### src/rtl/setm_pkg.sv
package setm_pkg;

  // slot layout
  localparam int TASK_SLOTS      = 6;
  localparam int ROUND_FAULT_BIT = 6;
  localparam int SLOT_COUNT      = TASK_SLOTS + 1;

  // field widths
  localparam int MODE_W   = 2;
  localparam int SLOT_W   = 3;
  localparam int US_W     = 16;
  localparam int MASK_W   = 8;
  localparam int REG_W    = 3;
  localparam int AVG_SHIFT = 3;

  // configuration register indexes
  localparam int REG_COUNT = 7;
  localparam logic [REG_W-1:0] REG_BUDGET_SLOT5 = 3'd5;
  localparam logic [REG_W-1:0] REG_BUDGET_ROUND = 3'd6;

  localparam logic [US_W-1:0] US_MAX = 16'hFFFF;

  localparam logic [US_W-1:0] BUDGET_RESET [REG_COUNT] = '{
    16'd100, 16'd100, 16'd5000, 16'd8000, 16'd20000, 16'd40000, 16'd1000
  };

  typedef enum logic [MODE_W-1:0] {
    MODE_RECORD  = 2'd0,
    MODE_CLEAR   = 2'd1,
    MODE_CONSUME = 2'd2,
    MODE_READ    = 2'd3
  } mode_t;

  typedef struct packed {
    mode_t             mode;
    logic [SLOT_W-1:0] slot_index;
    logic [US_W-1:0]   sample_us;
    logic              round_active;
  } in_item_t;

  typedef struct packed {
    logic              overrun;
    logic [US_W-1:0]   average_us;
    logic [US_W-1:0]   peak_us;
    logic [US_W-1:0]   maximum_us;
    logic [US_W-1:0]   fault_total;
    logic [MASK_W-1:0] sticky_mask;
    logic [MASK_W-1:0] live_mask;
    logic [MASK_W-1:0] event_mask;
  } out_item_t;

  // one item handed from the input stage to the slot core
  typedef struct packed {
    logic     fire;
    in_item_t item;
  } slot_req_t;

endpackage

### src/rtl/setm_in_if.sv
interface setm_in_if;
  import setm_pkg::*;

  logic              valid;
  logic              ready;
  logic [MODE_W-1:0] mode;
  logic [SLOT_W-1:0] slot_index;
  logic [US_W-1:0]   sample_us;
  logic              round_active;

  modport source (output valid, mode, slot_index, sample_us, round_active, input ready);
  modport sink   (input valid, mode, slot_index, sample_us, round_active, output ready);
endinterface

### src/rtl/setm_out_if.sv
interface setm_out_if;
  import setm_pkg::*;

  logic              valid;
  logic              ready;
  logic              overrun;
  logic [US_W-1:0]   average_us;
  logic [US_W-1:0]   peak_us;
  logic [US_W-1:0]   maximum_us;
  logic [US_W-1:0]   fault_total;
  logic [MASK_W-1:0] sticky_mask;
  logic [MASK_W-1:0] live_mask;
  logic [MASK_W-1:0] event_mask;

  modport source (output valid, overrun, average_us, peak_us, maximum_us, fault_total,
                  sticky_mask, live_mask, event_mask, input ready);
  modport sink   (input valid, overrun, average_us, peak_us, maximum_us, fault_total,
                  sticky_mask, live_mask, event_mask, output ready);
endinterface

### src/rtl/setm_cfg_if.sv
interface setm_cfg_if;
  import setm_pkg::*;

  logic             valid;
  logic             ready;
  logic [REG_W-1:0] index;
  logic [US_W-1:0]  data;

  modport source (output valid, index, data, input ready);
  modport sink   (input valid, index, data, output ready);
endinterface

### src/rtl/setm_budget_regs.sv
module setm_budget_regs (
  input  logic                     clk,
  input  logic                     rst,
  setm_cfg_if.sink                 cfg,
  input  logic [setm_pkg::SLOT_W-1:0] slot_index,
  output logic [setm_pkg::US_W-1:0]   budget
);
  import setm_pkg::*;

  logic [US_W-1:0] budgets [REG_COUNT];

  assign cfg.ready = 1'b1;

  always_ff @(posedge clk) begin
    if (rst) begin
      for (int i = 0; i < REG_COUNT; i++) begin
        budgets[i] <= BUDGET_RESET[i];
      end
    end else if (cfg.valid && (4'(cfg.index) < 4'(REG_COUNT))) begin
      budgets[cfg.index] <= cfg.data;
    end
  end

  // round slot has its own register, an extra task slot shares slot 5's
  always_comb begin
    if (4'(slot_index) == 4'(TASK_SLOTS)) begin
      budget = budgets[REG_BUDGET_ROUND];
    end else if (slot_index < REG_BUDGET_ROUND) begin
      budget = budgets[slot_index];
    end else begin
      budget = budgets[REG_BUDGET_SLOT5];
    end
  end
endmodule

### src/rtl/setm_slot_core.sv
module setm_slot_core (
  input  logic                   clk,
  input  logic                   rst,
  input  setm_pkg::slot_req_t    req,
  input  logic [setm_pkg::US_W-1:0] budget,
  output setm_pkg::out_item_t    result
);
  import setm_pkg::*;

  logic [US_W-1:0]   avg_store   [SLOT_COUNT];
  logic [US_W-1:0]   peak_store  [SLOT_COUNT];
  logic [US_W-1:0]   max_store   [SLOT_COUNT];
  logic [US_W-1:0]   fault_store [SLOT_COUNT];
  logic [SLOT_COUNT-1:0] seeded_flags;
  logic [MASK_W-1:0] sticky_bits;
  logic [MASK_W-1:0] live_bits;
  logic [MASK_W-1:0] event_bits;

  logic              slot_ok;
  logic              is_round;
  logic              rec;
  logic              over;
  logic [MASK_W-1:0] slot_bit;
  logic [US_W-1:0]   avg_cur, peak_cur, max_cur, fault_cur;
  logic [US_W-1:0]   avg_next, peak_next, max_next, fault_next;
  logic              seeded_cur;
  logic [US_W-1:0]   us;
  logic [MASK_W-1:0] sticky_next, live_next, event_next;

  assign us       = req.item.sample_us;
  assign slot_ok  = 4'(req.item.slot_index) < 4'(SLOT_COUNT);
  assign is_round = 4'(req.item.slot_index) == 4'(TASK_SLOTS);
  assign rec      = (req.item.mode == MODE_RECORD) && slot_ok &&
                    (!is_round || req.item.round_active);
  assign over     = rec && (us > budget);
  assign slot_bit = is_round ? (MASK_W'(1) << ROUND_FAULT_BIT)
                             : (MASK_W'(1) << req.item.slot_index);

  always_comb begin
    avg_cur    = '0;
    peak_cur   = '0;
    max_cur    = '0;
    fault_cur  = '0;
    seeded_cur = 1'b0;
    if (slot_ok) begin
      avg_cur    = avg_store[req.item.slot_index];
      peak_cur   = peak_store[req.item.slot_index];
      max_cur    = max_store[req.item.slot_index];
      fault_cur  = fault_store[req.item.slot_index];
      seeded_cur = seeded_flags[req.item.slot_index];
    end

    avg_next   = avg_cur;
    peak_next  = peak_cur;
    max_next   = max_cur;
    fault_next = fault_cur;
    if (rec) begin
      // running average: avg - avg/8 + sample/8, first sample seeds it
      avg_next  = seeded_cur ? (avg_cur - (avg_cur >> AVG_SHIFT) + (us >> AVG_SHIFT)) : us;
      peak_next = (us > peak_cur) ? us : peak_cur;
      max_next  = (us > max_cur) ? us : max_cur;
      if (over && (fault_cur != US_MAX)) begin
        fault_next = fault_cur + US_W'(1);
      end
    end

    sticky_next = over ? (sticky_bits | slot_bit) : sticky_bits;
    live_next   = over ? (live_bits | slot_bit) : live_bits;
    event_next  = over ? (event_bits | slot_bit) : event_bits;

    result.overrun     = over;
    result.average_us  = avg_next;
    result.peak_us     = peak_next;
    result.maximum_us  = max_next;
    result.fault_total = fault_next;
    result.sticky_mask = sticky_next;
    result.live_mask   = live_next;
    result.event_mask  = event_next;

    case (req.item.mode)
      MODE_CLEAR: begin
        result.peak_us   = '0;
        result.live_mask = '0;
      end
      MODE_RECORD, MODE_CONSUME, MODE_READ: begin
      end
      default: begin
      end
    endcase
  end

  always_ff @(posedge clk) begin
    if (rst) begin
      for (int i = 0; i < SLOT_COUNT; i++) begin
        avg_store[i]   <= '0;
        peak_store[i]  <= '0;
        max_store[i]   <= '0;
        fault_store[i] <= '0;
      end
      seeded_flags <= '0;
      sticky_bits  <= '0;
      live_bits    <= '0;
      event_bits   <= '0;
    end else if (req.fire) begin
      case (req.item.mode)
        MODE_RECORD: begin
          if (rec) begin
            avg_store[req.item.slot_index]    <= avg_next;
            peak_store[req.item.slot_index]   <= peak_next;
            max_store[req.item.slot_index]    <= max_next;
            fault_store[req.item.slot_index]  <= fault_next;
            seeded_flags[req.item.slot_index] <= 1'b1;
            sticky_bits <= sticky_next;
            live_bits   <= live_next;
            event_bits  <= event_next;
          end
        end
        MODE_CLEAR: begin
          for (int i = 0; i < SLOT_COUNT; i++) begin
            peak_store[i] <= '0;
          end
          live_bits <= '0;
        end
        MODE_CONSUME: begin
          event_bits <= '0;
        end
        MODE_READ: begin
        end
        default: begin
        end
      endcase
    end
  end
endmodule

### src/rtl/slot_execution_time_monitor_top.sv
// a result passes through the input register and then the result register after its item's transfer in
// throughput: one item per cycle, sustained while the result side keeps up
// the rate is set by the input register feeding the combinational slot update
// reset (rst, synchronous): stats, flags and masks cleared, budgets reloaded,
// both pipeline registers emptied
module slot_execution_time_monitor_top (
  input  logic      clk,
  input  logic      rst,
  setm_in_if.sink   sample_in,
  setm_out_if.source result,
  setm_cfg_if.sink  cfg
);
  import setm_pkg::*;

  // input register
  logic      s1_valid;
  in_item_t  s1_item;
  // result register
  logic      res_valid;
  out_item_t res_item;

  logic      out_free;
  logic      advance;
  slot_req_t req;
  out_item_t core_result;
  logic [US_W-1:0] budget;

  // the result register can take a new item when empty or being drained
  assign out_free        = !res_valid || result.ready;
  // an item in the input register moves on and commits its state update
  assign advance         = s1_valid && out_free;
  assign sample_in.ready = !s1_valid || out_free;

  assign req.fire = advance;
  assign req.item = s1_item;

  // budget registers, looked up for the slot in the input register
  setm_budget_regs u_budget (
    .clk        (clk),
    .rst        (rst),
    .cfg        (cfg),
    .slot_index (s1_item.slot_index),
    .budget     (budget)
  );

  // per-slot statistics and the three overrun masks
  setm_slot_core u_core (
    .clk    (clk),
    .rst    (rst),
    .req    (req),
    .budget (budget),
    .result (core_result)
  );

  // input stage control
  always_ff @(posedge clk) begin
    if (rst) begin
      s1_valid <= 1'b0;
    end else if (sample_in.ready) begin
      s1_valid <= sample_in.valid;
    end
  end

  // input stage payload, loaded on each transfer
  always_ff @(posedge clk) begin
    if (sample_in.valid && sample_in.ready) begin
      s1_item.mode         <= mode_t'(sample_in.mode);
      s1_item.slot_index   <= sample_in.slot_index;
      s1_item.sample_us    <= sample_in.sample_us;
      s1_item.round_active <= sample_in.round_active;
    end
  end

  // result stage control
  always_ff @(posedge clk) begin
    if (rst) begin
      res_valid <= 1'b0;
    end else if (out_free) begin
      res_valid <= s1_valid;
    end
  end

  // result stage payload, held while the sink stalls
  always_ff @(posedge clk) begin
    if (advance) begin
      res_item <= core_result;
    end
  end

  assign result.valid       = res_valid;
  assign result.overrun     = res_item.overrun;
  assign result.average_us  = res_item.average_us;
  assign result.peak_us     = res_item.peak_us;
  assign result.maximum_us  = res_item.maximum_us;
  assign result.fault_total = res_item.fault_total;
  assign result.sticky_mask = res_item.sticky_mask;
  assign result.live_mask   = res_item.live_mask;
  assign result.event_mask  = res_item.event_mask;
endmodule

### src/flat_wrapper.sv
// flat-port wrapper written by rule: the top's interface ports become plain ports
module slot_execution_time_monitor_top_flat import setm_pkg::*;
  (clk, rst, sample_in_valid, sample_in_mode, sample_in_slot_index, sample_in_sample_us, sample_in_round_active, sample_in_ready, result_valid, result_overrun, result_average_us, result_peak_us, result_maximum_us, result_fault_total, result_sticky_mask, result_live_mask, result_event_mask, result_ready, cfg_valid, cfg_index, cfg_data, cfg_ready);
  setm_in_if sample_in_i ();
  setm_out_if result_i ();
  setm_cfg_if cfg_i ();
  input  logic clk;
  input  logic rst;
  input wire logic [$bits(sample_in_i.valid)-1:0] sample_in_valid;
  input wire logic [$bits(sample_in_i.mode)-1:0] sample_in_mode;
  input wire logic [$bits(sample_in_i.slot_index)-1:0] sample_in_slot_index;
  input wire logic [$bits(sample_in_i.sample_us)-1:0] sample_in_sample_us;
  input wire logic [$bits(sample_in_i.round_active)-1:0] sample_in_round_active;
  output wire logic [$bits(sample_in_i.ready)-1:0] sample_in_ready;
  output wire logic [$bits(result_i.valid)-1:0] result_valid;
  output wire logic [$bits(result_i.overrun)-1:0] result_overrun;
  output wire logic [$bits(result_i.average_us)-1:0] result_average_us;
  output wire logic [$bits(result_i.peak_us)-1:0] result_peak_us;
  output wire logic [$bits(result_i.maximum_us)-1:0] result_maximum_us;
  output wire logic [$bits(result_i.fault_total)-1:0] result_fault_total;
  output wire logic [$bits(result_i.sticky_mask)-1:0] result_sticky_mask;
  output wire logic [$bits(result_i.live_mask)-1:0] result_live_mask;
  output wire logic [$bits(result_i.event_mask)-1:0] result_event_mask;
  input wire logic [$bits(result_i.ready)-1:0] result_ready;
  input wire logic [$bits(cfg_i.valid)-1:0] cfg_valid;
  input wire logic [$bits(cfg_i.index)-1:0] cfg_index;
  input wire logic [$bits(cfg_i.data)-1:0] cfg_data;
  output wire logic [$bits(cfg_i.ready)-1:0] cfg_ready;
  assign sample_in_i.valid = sample_in_valid;
  assign sample_in_i.mode = sample_in_mode;
  assign sample_in_i.slot_index = sample_in_slot_index;
  assign sample_in_i.sample_us = sample_in_sample_us;
  assign sample_in_i.round_active = sample_in_round_active;
  assign sample_in_ready = sample_in_i.ready;
  assign result_valid = result_i.valid;
  assign result_overrun = result_i.overrun;
  assign result_average_us = result_i.average_us;
  assign result_peak_us = result_i.peak_us;
  assign result_maximum_us = result_i.maximum_us;
  assign result_fault_total = result_i.fault_total;
  assign result_sticky_mask = result_i.sticky_mask;
  assign result_live_mask = result_i.live_mask;
  assign result_event_mask = result_i.event_mask;
  assign result_i.ready = result_ready;
  assign cfg_i.valid = cfg_valid;
  assign cfg_i.index = cfg_index;
  assign cfg_i.data = cfg_data;
  assign cfg_ready = cfg_i.ready;
  slot_execution_time_monitor_top u_core (.clk(clk), .rst(rst), .sample_in(sample_in_i), .result(result_i), .cfg(cfg_i));
endmodule
### config.mk
export PLATFORM = sky130hd
export DESIGN_NAME = slot_execution_time_monitor_top_flat
export DESIGN_NICKNAME = d
export VERILOG_FILES = /design/src/rtl/setm_pkg.sv /design/src/rtl/setm_in_if.sv /design/src/rtl/setm_out_if.sv /design/src/rtl/setm_cfg_if.sv /design/src/rtl/setm_budget_regs.sv /design/src/rtl/setm_slot_core.sv /design/src/rtl/slot_execution_time_monitor_top.sv /design/src/flat_wrapper.sv
export SDC_FILE = /design/constraint.sdc
export NUM_CORES = 1
export LEC_CHECK = 0
export BUFFER_PORTS_ARGS = -buffer_cell sky130_fd_sc_hd__buf_2
export CAP_MARGIN = 20
export CORE_MARGIN = 2
export CORE_UTILIZATION = 55
export CTS_CLUSTER_DIAMETER = 80
export DETAILED_ROUTE_END_ITERATION = 10
export GPL_ROUTABILITY_DRIVEN = 0
export PLACE_DENSITY_LB_ADDON = 0.2
export SETUP_SLACK_MARGIN = 0.05
export SKIP_LAST_GASP = 1
export SYNTH_ARGS = -nofsm -noshare
export SYNTH_HDL_FRONTEND = slang
export SYNTH_SLANG_ARGS = --single-unit
### constraint.sdc
create_clock -name clk -period 6.89 [get_ports clk]
set_clock_uncertainty 0.15 [all_clocks]
set_input_delay 1.7225 -clock clk [delete_from_list [all_inputs] [get_ports clk]]
set_output_delay 1.7225 -clock clk [all_outputs]
set_load 0.03 [all_outputs]
==> results.py <==
metrics = {
    "outcome": {
        "status": "completed",
    },
    "drt": {
        "wl_mm": 98.0,
        "detail_route.wl_per_cell_um": 25.4,
        "drtPass1Iterations": 5,
        "viasPerCell": 6.16,
        "first_iter_violations": 2500,
        "vias": 23735,
        "ant_nets": 0,
        "drc": 0,
    },
    "critical_path": {
        "r2r_end": "u_core.result.average_us[14]$_DFFE_PP_",
        "required_ps": 7080,
        "crit_cells": 14,
        "cp.arrival_ps": 5700,
        "cp_max_fo": 27,
        "critical_path_class": "flip-flop to flip-flop",
        "endpoint": "u_core.result.average_us[14]$_DFFE_PP_",
        "reg2reg_slack_ps": 1380,
        "crit_family": "compound AO/OA/AOI/OAI gates",
        "crit_slowest_cell": "o311ai_1",
        "cp_num_buf_inv": 1,
        "worstPathCellList": "buf_4, mux4_2, mux2_2, nand2_1, fa_1, fa_1, nor2b_1, o21ai_0, a21boi_1, or3_1, a21o_1, nand2_1, o311ai_1, o21ai_0",
        "cp-end-kind": "flip-flop",
        "max_stage_delay_ps": 760,
        "start_kind": "flip-flop",
        "reg2reg_depth": 14,
    },
    "layout": {
        "nets": 3051,
        "fillCellCount": 4940,
        "diodes": 0,
        "area_delta_synth_final_pct": 12.8,
        "drive_gt1_share_pct": 20.2,
        "multiInputGateArea_um2": 12800,
        "seq_area_um2": 22600,
        "layout_common_cells": "687 x edfxtp_1, 451 x nor2_1, 213 x nand2_1",
        "mostFrequentLayoutCell": "edfxtp_1",
    },
    "clocking": {
        "cts_made_buffers": 83,
        "cts.repair.resized": 0,
        "h-tree-depth": 3,
        "cts_tree": "done",
        "clockBufferDepth": 3,
        "clockRootBuffer": "clkbuf_16",
        "cts_hold_buf": 0,
        "post_cts_buffers": 0,
        "clock-sinks": 787,
        "clk_pin_slew_worst_paths_ps": 60,
        "clk_latency_ps": 640,
    },
    "sta": {
        "fin_ws_ps": 1380,
        "fin_crit_ps": 5510,
        "setup_tns_ps": 0,
        "slew_headroom_pct": 25.0,
        "rsz0062_at_grt": "false",
        "tightestPinTransition_ps": 1120,
        "fmax_mhz": 182,
        "hold_viol": 0,
        "fin_crit_sh_pct": 79.9,
        "slew_viol_final": 0,
        "setup_viol": 0,
    },
    "floorplanning": {
        "io-pin-count": 138,
        "row_count": 94,
        "core-area_um2": 65500,
        "die_y_um": 261,
        "die_w_um": 261,
        "initial_core_util_pct": 55.4,
        "die_area_um2": 68000,
    },
    "yosys": {
        "synth_area_leaders": "edfxtp_1 57%, mux4_2 9.6%, dfxtp_1 5.5%",
        "yosys_warnings": 0,
        "synthCells": 2730,
        "yosysSeqAreaShare_pct": 62.4,
        "async_flop_share_pct": 0,
        "synth_top_area_share_pct": 56.9,
        "yosysTopAreaCell": "edfxtp_1",
        "synth_edf_count": 687,
        "synth_ff_type": "edfxtp_1",
        "syn_avg_cell_area_um2": 13.3,
        "ys_types": 83,
        "synth_area_um2": 36300,
        "ys_seq_elements": 787,
    },
    "global_routing": {
        "grt_max_degree": 65,
        "grt-ovfl-total": 0,
        "grt_pass1_wl_mm": 147,
        "antenna_found_initial": 5,
        "first_global_vias": 24266,
        "track_usage_pct": 29.1,
    },
    "place": {
        "io_buffer_count": 136,
        "pre_cts_ws_ps": 1410,
        "hpwl_mm": 60.0,
    },
    "power_and_ir_drop": {
        "p_leak_nw": 15.7,
        "ir_drop_mv": 0.212,
        "power-per-cell-area_nw_per_um2": 282,
    },
    "hold_path": {
        "hold_depth": 0,
        "min_path_type": "flip-flop to flip-flop",
    },
    "flow_run": {
        "maxCapViolCount": 0,
    },
}
-- cells by family after synthesis --
logic type,after synthesis,share of synthesized area [%]
AO/OA/AOI/OAI,367,6.24
XOR/XNOR,16,0.469
adder cells (fa/ha/maj),78,2.96
buffers and inverters,308,3.50
flip-flops,787,62.4
multiplexers,299,14.1
other,2,0.0207
AND/OR/NAND/NOR,873,10.4
-- flip-flops by register name (all words and copies together), names as in the netlist, named ones only --
name	cells
u_core.result.maximum_us	16
u_core.u_core.avg_store	128
u_core.u_core.peak_store	128
u_core.result.peak_us	16
u_core.result.valid	1
u_core.result.event_mask	8
u_core.result.average_us	16
u_core.req	22
u_core.result.sticky_mask	8
u_core.s1_valid	1
u_core.u_core.max_store	128
u_core.u_core.event_bits	8
u_core.u_core.fault_store	128
u_core.result.overrun	1
u_core.u_budget.budgets	128
u_core.u_core.sticky_bits	8
u_core.result.live_mask	8
u_core.result.fault_total	16
u_core.u_core.live_bits	8
u_core.u_core.seeded_flags	7
-- worst min path at each step --
stage                                                startpoint                                          end  slack (ps)
detailed placement     u_core.u_core.event_bits[7]$_SDFFE_PP0P_        u_core.result.event_mask[7]$_DFFE_PP_         260
CTS                    u_core.u_core.event_bits[7]$_SDFFE_PP0P_        u_core.result.event_mask[7]$_DFFE_PP_         270
global placement      u_core.u_core.sticky_bits[7]$_SDFFE_PP0P_       u_core.result.sticky_mask[7]$_DFFE_PP_         260
finish                 u_core.u_core.event_bits[7]$_SDFFE_PP0P_        u_core.result.event_mask[7]$_DFFE_PP_         270
global route           u_core.u_core.event_bits[7]$_SDFFE_PP0P_        u_core.result.event_mask[7]$_DFFE_PP_         280
floorplan           u_core.u_core.avg_store[6][14]$_SDFFE_PP0P_  u_core.u_core.avg_store[6][14]$_SDFFE_PP0P_         270
-- through the flow --
step	cell area, um2	instances	total power [W]	hold slack (ps)	util (%)
after floorplan	36600	2809	0.00669	270	-
after global placement	38200	3703	0.00712	264	58.3
after detailed placement	38200	3703	0.00716	262	58.3
after CTS	40900	3852	0.0116	273	62.4
after global routing	40900	3855	0.0119	280	62.5
final	40900	3855	0.0116	269	62.5
-- Yosys cell counts (20+ instances only) --
| master | instances |
|---|---|
| buf_2 | 21 |
| clkbuf_1 | 105 |
| or2_2 | 21 |
| nor2_1 | 454 |
| nand3_1 | 51 |
| nor3_1 | 20 |
| o21ai_1 | 29 |
| nand2_1 | 224 |
| o21ai_0 | 70 |
| mux2_2 | 69 |
| edfxtp_1 | 687 |
| mux4_2 | 155 |
| ha_1 | 65 |
| inv_1 | 147 |
| mux2i_1 | 69 |
| a21oi_1 | 140 |
| dfxtp_1 | 100 |
-- report_power, final --
group          leakage [nW]  switching, W  internal (W)
logic                  6.66      0.000985      0.000574
registers              7.74      0.000119       0.00541
clock network          1.29       0.00186       0.00261
-- routing by layer --
| metal | vias to the layer above | global-route usage (%) | part of all wire [%] |
|---|---|---|---|
| met3 | 244 | 5.36 | 8.7 |
| met2 | 1116 | 47.8 | 49 |
| met1 | 11994 | 38.8 | 39 |
| li1 | 10373 | - | - |
| met5 | - | 0 | 0.047 |
| met4 | 8 | 11.4 | 3.6 |
-- area by class of cell --
class | instances | share of cell area (%)
clock inverter | 41 | 1.15
multi-input combinational | 1714 | 31.2
sequential | 787 | 55.3
clock buffer | 108 | 5.40
tap | 864 | 2.64
timing repair buffer | 193 | 2.98
inverter | 148 | 1.36
-- worst reg2reg max path, stage by stage (launching register included) --
cell and delay [ps]:
dfxtp_4 720, buf_4 430, mux4_2 540, mux2_2 270, nand2_1 120, fa_1 500
fa_1 400, nor2b_1 180, o21ai_0 130, a21boi_1 330, or3_1 200, a21o_1 190
nand2_1 70, o311ai_1 760, o21ai_0 220
Note: power is estimated with default switching activity, not from simulation.
